<file path="src/design/dqvm_pkg.sv">
// ----------------------------------------------------------------------------
// dqvm_pkg
// Shared types, constants and the 4x quadrature transition table for the
// dual quadrature velocity meter.
// ----------------------------------------------------------------------------
package dqvm_pkg;

    // Position counter width (legal range 8 to 32).
    localparam int COUNT_WIDTH = 16;

    // Fixed field widths of the result beat.
    localparam int VEL_W = 24;
    localparam int POS_W = 16;
    localparam int CFG_W = 8;

    // Signed product of a count difference and the 8-bit unsigned scale.
    localparam int PROD_W    = COUNT_WIDTH + CFG_W + 1;
    localparam int MUL_W     = (PROD_W > VEL_W) ? PROD_W : VEL_W;
    localparam int POS_EXT_W = (COUNT_WIDTH > POS_W) ? COUNT_WIDTH : POS_W;

    localparam logic signed [VEL_W-1:0] VEL_MAX = {1'b0, {(VEL_W-1){1'b1}}};
    localparam logic signed [VEL_W-1:0] VEL_MIN = {1'b1, {(VEL_W-1){1'b0}}};

    // Register map.
    localparam int ADDR_W = 3;
    localparam logic REG_TICKS = 1'b0;
    localparam logic REG_SCALE = 1'b1;

    localparam logic [CFG_W-1:0] TICKS_RESET = 8'd20;
    localparam logic [CFG_W-1:0] SCALE_RESET = 8'd30;

    // Input beat kinds.
    localparam logic REQ_SAMPLE = 1'b0;
    localparam logic REQ_TICK   = 1'b1;

    typedef enum logic [1:0] {
        STEP_NONE,
        STEP_UP,
        STEP_DOWN
    } step_t;

    // Indexed by {previous A/B, current A/B}.
    localparam step_t STEP_TABLE [16] = '{
        STEP_NONE, STEP_UP,   STEP_DOWN, STEP_NONE,
        STEP_DOWN, STEP_NONE, STEP_NONE, STEP_UP,
        STEP_UP,   STEP_NONE, STEP_NONE, STEP_DOWN,
        STEP_NONE, STEP_DOWN, STEP_UP,   STEP_NONE
    };

    function automatic logic [COUNT_WIDTH-1:0] advance(
        input logic [COUNT_WIDTH-1:0] count,
        input logic [1:0]             prev_ab,
        input logic [1:0]             cur_ab
    );
        logic [COUNT_WIDTH-1:0] result;
        result = count;
        case (STEP_TABLE[{prev_ab, cur_ab}])
            STEP_UP:   result = count + COUNT_WIDTH'(1);
            STEP_DOWN: result = count - COUNT_WIDTH'(1);
            default:   result = count;
        endcase
        return result;
    endfunction

endpackage

</file>
<file path="src/design/dual_quadrature_velocity_meter.sv">
// ----------------------------------------------------------------------------
// dual_quadrature_velocity_meter
// Two 4x quadrature decoders with a shared tick-based velocity window.
// ----------------------------------------------------------------------------
// The block takes one beat per clock while s_ready is high. A pin-sample beat
// steps both position counters through the 4x transition table and gives no
// result; a tick beat advances the window counter, and the tick that completes
// a window of ticks_per_window ticks (0 behaves as 1) yields one result beat
// carrying both velocities (scale times the count change since the previous
// window close, saturated to 24 bits) and both positions. A result passes
// from its closing tick through the first stage and then the second: the first
// registers the count differences and positions, the second applies the scale
// multiply and the saturation. s_ready drops only while both stages hold results
// and the downstream side is stalling. Configuration is to be written over the
// APB port while no beat is in flight; the block itself does not enforce this.
module dual_quadrature_velocity_meter
    import dqvm_pkg::*;
(
    input  logic                    aclk,
    input  logic                    aresetn,

    input  logic                    psel,
    input  logic                    penable,
    input  logic                    pwrite,
    input  logic [ADDR_W-1:0]       paddr,
    input  logic [31:0]             pwdata,
    output logic [31:0]             prdata,
    output logic                    pready,

    input  logic                    s_valid,
    output logic                    s_ready,
    input  logic                    s_req_type,
    input  logic [1:0]              s_enc1_ab,
    input  logic [1:0]              s_enc2_ab,

    output logic                    m_valid,
    input  logic                    m_ready,
    output logic signed [VEL_W-1:0] m_velocity_one,
    output logic signed [VEL_W-1:0] m_velocity_two,
    output logic signed [POS_W-1:0] m_position_one,
    output logic signed [POS_W-1:0] m_position_two
);

    // Configuration registers.
    logic [CFG_W-1:0] ticks_reg;
    logic [CFG_W-1:0] scale_reg;
    logic             cfg_wr;

    assign pready = 1'b1;
    assign cfg_wr = psel && penable && pwrite && pready;

    always_ff @(posedge aclk) begin
        if (!aresetn) begin
            ticks_reg <= TICKS_RESET;
            scale_reg <= SCALE_RESET;
        end else if (cfg_wr) begin
            unique case (paddr[2])
                REG_TICKS: ticks_reg <= pwdata[CFG_W-1:0];
                REG_SCALE: scale_reg <= pwdata[CFG_W-1:0];
                default:   ;
            endcase
        end
    end

    always_comb begin
        unique case (paddr[2])
            REG_TICKS: prdata = 32'(ticks_reg);
            REG_SCALE: prdata = 32'(scale_reg);
            default:   prdata = '0;
        endcase
    end

    // Decoder and window state.
    logic [COUNT_WIDTH-1:0] count_one_reg, count_one_next;
    logic [COUNT_WIDTH-1:0] count_two_reg, count_two_next;
    logic [1:0]             prev_ab_one_reg, prev_ab_two_reg;
    logic [COUNT_WIDTH-1:0] start_one_reg, start_two_reg;
    logic [CFG_W-1:0]       tick_count_reg, tick_count_next;
    logic [CFG_W:0]         tick_inc;
    logic                   in_beat;
    logic                   is_tick;
    logic                   window_close;

    // Stage 1: differences and positions of a closed window.
    logic                          s1_valid_reg;
    logic signed [COUNT_WIDTH-1:0] s1_diff_one_reg, s1_diff_two_reg;
    logic signed [POS_W-1:0]       s1_pos_one_reg, s1_pos_two_reg;
    logic                          s1_advance;
    logic                          m_free;

    logic signed [POS_EXT_W-1:0]   pos_one_ext, pos_two_ext;

    assign m_free     = !m_valid || m_ready;
    assign s1_advance = s1_valid_reg && m_free;
    assign s_ready    = !s1_valid_reg || s1_advance;
    assign in_beat    = s_valid && s_ready;
    assign is_tick    = (s_req_type == REQ_TICK);

    assign tick_inc     = {1'b0, tick_count_reg} + (CFG_W+1)'(1);
    // A zero window length compares as always reached.
    assign window_close = (tick_inc >= {1'b0, ticks_reg});

    always_comb begin
        count_one_next  = advance(count_one_reg, prev_ab_one_reg, s_enc1_ab);
        count_two_next  = advance(count_two_reg, prev_ab_two_reg, s_enc2_ab);
        tick_count_next = window_close ? '0 : tick_inc[CFG_W-1:0];
    end

    always_ff @(posedge aclk) begin
        if (!aresetn) begin
            count_one_reg   <= '0;
            count_two_reg   <= '0;
            prev_ab_one_reg <= '0;
            prev_ab_two_reg <= '0;
            start_one_reg   <= '0;
            start_two_reg   <= '0;
            tick_count_reg  <= '0;
        end else if (in_beat) begin
            if (!is_tick) begin
                count_one_reg   <= count_one_next;
                count_two_reg   <= count_two_next;
                prev_ab_one_reg <= s_enc1_ab;
                prev_ab_two_reg <= s_enc2_ab;
            end else begin
                tick_count_reg <= tick_count_next;
                if (window_close) begin
                    start_one_reg <= count_one_reg;
                    start_two_reg <= count_two_reg;
                end
            end
        end
    end

    assign pos_one_ext = POS_EXT_W'($signed(count_one_reg));
    assign pos_two_ext = POS_EXT_W'($signed(count_two_reg));

    always_ff @(posedge aclk) begin
        if (!aresetn) begin
            s1_valid_reg <= 1'b0;
        end else if (in_beat && is_tick && window_close) begin
            s1_valid_reg <= 1'b1;
        end else if (s1_advance) begin
            s1_valid_reg <= 1'b0;
        end
    end

    always_ff @(posedge aclk) begin
        if (in_beat && is_tick && window_close) begin
            s1_diff_one_reg <= $signed(count_one_reg - start_one_reg);
            s1_diff_two_reg <= $signed(count_two_reg - start_two_reg);
            s1_pos_one_reg  <= pos_one_ext[POS_W-1:0];
            s1_pos_two_reg  <= pos_two_ext[POS_W-1:0];
        end
    end

    // Stage 2: scale and saturate into the output register.
    logic signed [CFG_W:0]       scale_s;
    logic signed [PROD_W-1:0]    prod_one, prod_two;
    logic signed [MUL_W-1:0]     prod_one_ext, prod_two_ext;
    logic signed [VEL_W-1:0]     vel_one_next, vel_two_next;
    logic                        m_valid_reg;
    logic signed [VEL_W-1:0]     vel_one_reg, vel_two_reg;
    logic signed [POS_W-1:0]     pos_one_reg, pos_two_reg;

    assign scale_s      = $signed({1'b0, scale_reg});
    assign prod_one     = PROD_W'(s1_diff_one_reg) * PROD_W'(scale_s);
    assign prod_two     = PROD_W'(s1_diff_two_reg) * PROD_W'(scale_s);
    assign prod_one_ext = MUL_W'(prod_one);
    assign prod_two_ext = MUL_W'(prod_two);

    always_comb begin
        if (prod_one_ext > MUL_W'(VEL_MAX)) begin
            vel_one_next = VEL_MAX;
        end else if (prod_one_ext < MUL_W'(VEL_MIN)) begin
            vel_one_next = VEL_MIN;
        end else begin
            vel_one_next = prod_one_ext[VEL_W-1:0];
        end
        if (prod_two_ext > MUL_W'(VEL_MAX)) begin
            vel_two_next = VEL_MAX;
        end else if (prod_two_ext < MUL_W'(VEL_MIN)) begin
            vel_two_next = VEL_MIN;
        end else begin
            vel_two_next = prod_two_ext[VEL_W-1:0];
        end
    end

    always_ff @(posedge aclk) begin
        if (!aresetn) begin
            m_valid_reg <= 1'b0;
        end else if (m_free) begin
            m_valid_reg <= s1_valid_reg;
        end
    end

    always_ff @(posedge aclk) begin
        if (s1_advance) begin
            vel_one_reg <= vel_one_next;
            vel_two_reg <= vel_two_next;
            pos_one_reg <= s1_pos_one_reg;
            pos_two_reg <= s1_pos_two_reg;
        end
    end

    assign m_valid        = m_valid_reg;
    assign m_velocity_one = vel_one_reg;
    assign m_velocity_two = vel_two_reg;
    assign m_position_one = pos_one_reg;
    assign m_position_two = pos_two_reg;

`ifndef SYNTH
    // A window-closing tick always lands in the first stage.
    assert property (@(posedge aclk) disable iff (!aresetn)
        in_beat && is_tick && window_close |=> s1_valid_reg)
        else $error("closing tick did not load the first stage");

    // Pin samples never move the window counter.
    assert property (@(posedge aclk) disable iff (!aresetn)
        in_beat && !is_tick |=> $stable(tick_count_reg))
        else $error("pin sample changed the tick count");

    // Ticks never move the position counters.
    assert property (@(posedge aclk) disable iff (!aresetn)
        in_beat && is_tick |=> $stable(count_one_reg) && $stable(count_two_reg))
        else $error("tick changed a position counter");

    // A held first stage keeps its payload.
    assert property (@(posedge aclk) disable iff (!aresetn)
        s1_valid_reg && !s1_advance |=>
            s1_valid_reg && $stable(s1_diff_one_reg) && $stable(s1_diff_two_reg))
        else $error("stalled first stage lost its contents");

    // A new result beat only comes from a filled first stage.
    assert property (@(posedge aclk) disable iff (!aresetn)
        $rose(m_valid_reg) |-> $past(s1_valid_reg))
        else $error("result beat without a first-stage entry");
`endif

endmodule
</file>
<file path="config.mk">
export PLATFORM = sky130hd
export DESIGN_NAME = dual_quadrature_velocity_meter
export DESIGN_NICKNAME = d
export VERILOG_FILES = /design/src/design/dqvm_pkg.sv /design/src/design/dual_quadrature_velocity_meter.sv
export SDC_FILE = /design/constraint.sdc
export NUM_CORES = 1
export LEC_CHECK = 0
export ABC_AREA = 1
export BUFFER_PORTS_ARGS = -buffer_cell sky130_fd_sc_hd__buf_4
export CAP_MARGIN = 20
export CORE_MARGIN = 5
export CORE_UTILIZATION = 43
export DETAILED_ROUTE_END_ITERATION = 12
export PLACE_DENSITY = 0.67
export SETUP_SLACK_MARGIN = 0.05
export SLEW_MARGIN = 20
export SYNTH_ARGS = -nofsm -noshare
export SYNTH_HDL_FRONTEND = slang
export SYNTH_SLANG_ARGS = --single-unit
export TNS_END_PERCENT = 50
</file>
<file path="constraint.sdc">
create_clock -name aclk -period 13.55 [get_ports aclk]
set_input_delay 1.355 -clock aclk [delete_from_list [all_inputs] [get_ports aclk]]
set_output_delay 1.355 -clock aclk [all_outputs]
set_load 0.01 [all_outputs]
</file>
==> summary.txt <==
number of buffers on the longest clock path: 3
Critical path origin: scale_reg[0]
share of cells above drive strength 1: 8.26%
data required time at the worst endpoint: 13.94 ns
clk_lat worst skew: 0.57 ns
fraction of synthesized cell area taken by the top area cell type: 19.0%
type of destination of the critical path: flip-flop
Worst path most repeated cell: sky130_fd_sc_hd__fa_1
root buffer cell: sky130_fd_sc_hd__clkbuf_16
Syn. warnings: 0
initial standard-cell utilization of the core: 43.4%
Crit-path slowest cell: sky130_fd_sc_hd__dfxtp_1
most instantiated cells after synthesis: sky130_fd_sc_hd__nand2_1 (735), sky130_fd_sc_hd__inv_1 (669), sky130_fd_sc_hd__fa_1 (208), sky130_fd_sc_hd__ha_1 (169), sky130_fd_sc_hd__a21oi_1 (166)
max_cap viols: 0
setup clock skew after layout: 0.0234 ns
register area share after synthesis: 27.2%
post_cts resized: 0
Synth Cell Area: 22800 um2
count of placed standard cells including taps: 3629
overall die width: 240 um
Worst path top cell family by delay: adder cells
Synth area leaders: sky130_fd_sc_hd__edfxtp_1 (19%), sky130_fd_sc_hd__fa_1 (18%), sky130_fd_sc_hd__nand2_1 (12%)
Die Y: 240 um
number of detailed-route iterations in the first pass: 5
cell type contributing the most total cell area after synthesis: sky130_fd_sc_hd__edfxtp_1
critical register-to-register path startpoint: scale_reg[0]
critical path start-end classification: reg -> reg
post-synthesis cell type count: 48
clock-pin slew on the worst setup and hold paths: 0.06 ns
total number of H-tree levels: 1
average footprint of a synthesized cell: 7.78 um2
number of buffers added to fix hold violations after cts: 0
ant diodes: 0
ordered list of cells on the worst path: buf_4 > nand2_1 > inv_1 > fa_1 > inv_1 > fa_1 > fa_1 > fa_1 > inv_1 > ha_1 > nand4_1 > nor2_1 > nand3_1 > nand4_2 > nand4_2 > nand2_1
post-synthesis cell count: 2928
final worst path period share: 43.1%
number of vias in the routed layout: 17300
Cell Count, Final, Fillers Out: 3678
growth of design area from synthesis to finish: 8.98%
port buffer count: 110
result of the run: complete, no violations
maximum achievable frequency: 0.171 GHz
dpl hpwl: 37.6 mm
Hold Vio Cnt, Final: 0
Worst Max-Slew Pin Slew: 0.908 ns
area used by sequential logic in the layout: 6210 um2
maximum number of pins on one net before global-route repair: 81
initial antenna violation count: 0
count of nets left with antenna violations after detail routing: 0
final wirelength: 48.3 mm
Die Footprint: 57700 um2
clock tree from TritonCTS: done
total global routing overflow: 0
via density per instance: 4.71
max incr delay on CP: 0.80 ns
startpoint of the lowest-slack hold path: s1_pos_one_reg[9]
number of global-route vias before repair: 17200
most used flip-flop cell after synthesis: sky130_fd_sc_hd__edfxtp_1
setup repair after global routing missed its margin: no
power density over cell area: 107 nW/um2
number of inserted filler cells in the final layout: 5208
number of enable-type register cells in the synthesized netlist: 144
worst-case headroom to the max-slew limit: 39.4%
setup TNS after final layout: 0 ns
wire length of the first global-routing pass: 83.4 mm
number of buffers created by CTS: 27
number of top-level design ports: 162
wire per inst: 13.1 um
cell with the most instances after synthesis: sky130_fd_sc_hd__nand2_1
Async S/R FF share, synth: 0%
Placeable Area: 52600 um2
startpoint type of the worst setup path: flip-flop
Final Slew Violations: 0
critical path buffer and inverter count: 4
CP Max Fanout: 23
fin nets: 3394
Yosys reg bits: 238
worst supply voltage drop on vdd: 88.9 uV
total clock sinks: 238
global-route total usage across every layer: 17.1%
row count: 84
number of buffers inserted by post-CTS setup repair: 0
number of endpoints failing setup at the final stage: 0
Period minus WS final: 5.84 ns
weighted congestion reported at the end of routability-driven placement: 0.883
post-detailed-route DRC marker count: 0
worst endpoint data arrival time: 6.23 ns
First DRT Iteration DRCs: 1051
leakage dissipation: 13.3 nW
Multi-input gate area: 13400 um2
worst hold-check path type: reg -> reg
cell families after synthesis:
kind of cell,Yosys count,share of synthesized area [%]
simple gates,1150,21.3
buf+inv,807,14.3
fa+ha+maj,377,27.6
compound gates,282,6.78
flops,238,27.2
xor+xnor,72,2.77
other cells,2,0.0330
placed cells by master, fill, tap and decap left out, drive strengths merged, types with 94 or more instances in the layout:
| cell | n |
|---|---|
| dfxtp | 94 |
| fa | 208 |
| inv | 679 |
| ha | 169 |
| edfxtp | 144 |
| nand2 | 766 |
| nor2 | 170 |
| buf | 119 |
| nand3 | 144 |
| a21oi | 176 |
path summary, 6_finish.rpt:
| path | end | slack (ns) | cells past startpoint |
|---|---|---|---|
| worst min-delay path | m_position_one[9] | 0.41 | 0 |
| worst min register to register | m_position_one[9] | 0.41 | 0 |
| worst max-delay path | m_velocity_two[20] | 7.71 | 16 |
| worst max register to register | m_velocity_two[20] | 7.71 | 16 |
where the power goes:
group	internal, mW	switching (mW)
Clock	0.443	0.301
Combinational	0.385	0.669
Sequential	0.832	0.0209
Total	1.66	0.991
final cells by class:
| class | count | area share, % |
|---|---|---|
| Clock buffer | 31 | 2.78 |
| Clock inverter | 18 | 0.852 |
| Inverter | 678 | 10.2 |
| Multi-Input combinational cell | 1906 | 54.0 |
| Sequential cell | 238 | 25.0 |
| Tap cell | 688 | 3.47 |
| Timing Repair Buffer | 119 | 3.61 |
per-stage QoR:
stage / hold WS [ns] / power, mW / setup slack [ns] / cell area [um2] / utilization [%]
after floorplan: 0.400 / 1.74 / 7.72 / 22900 / -
after CTS: 0.419 / 2.68 / 7.70 / 24800 / 47.2
after global routing: 0.423 / 2.88 / 7.27 / 24800 / 47.3
after detailed placement: 0.406 / 1.92 / 7.73 / 23900 / 45.5
final: 0.414 / 2.65 / 7.71 / 24800 / 47.3
after global placement: 0.401 / 1.90 / 7.83 / 23900 / 45.5
per-layer routing:
metal / part of all wire, % / vias to the layer above / wire length [um] / GRT usage (%)
met5: 0 / - / 0 / 0
met4: 1.8 / 0 / 861 / 3.56
met3: 4.7 / 48 / 2280 / 2.36
met2: 44 / 309 / 21400 / 27.2
met1: 49 / 8009 / 23800 / 25.2
li1: - / 8962 / - / -
Note: power is estimated with default switching activity, not from simulation.
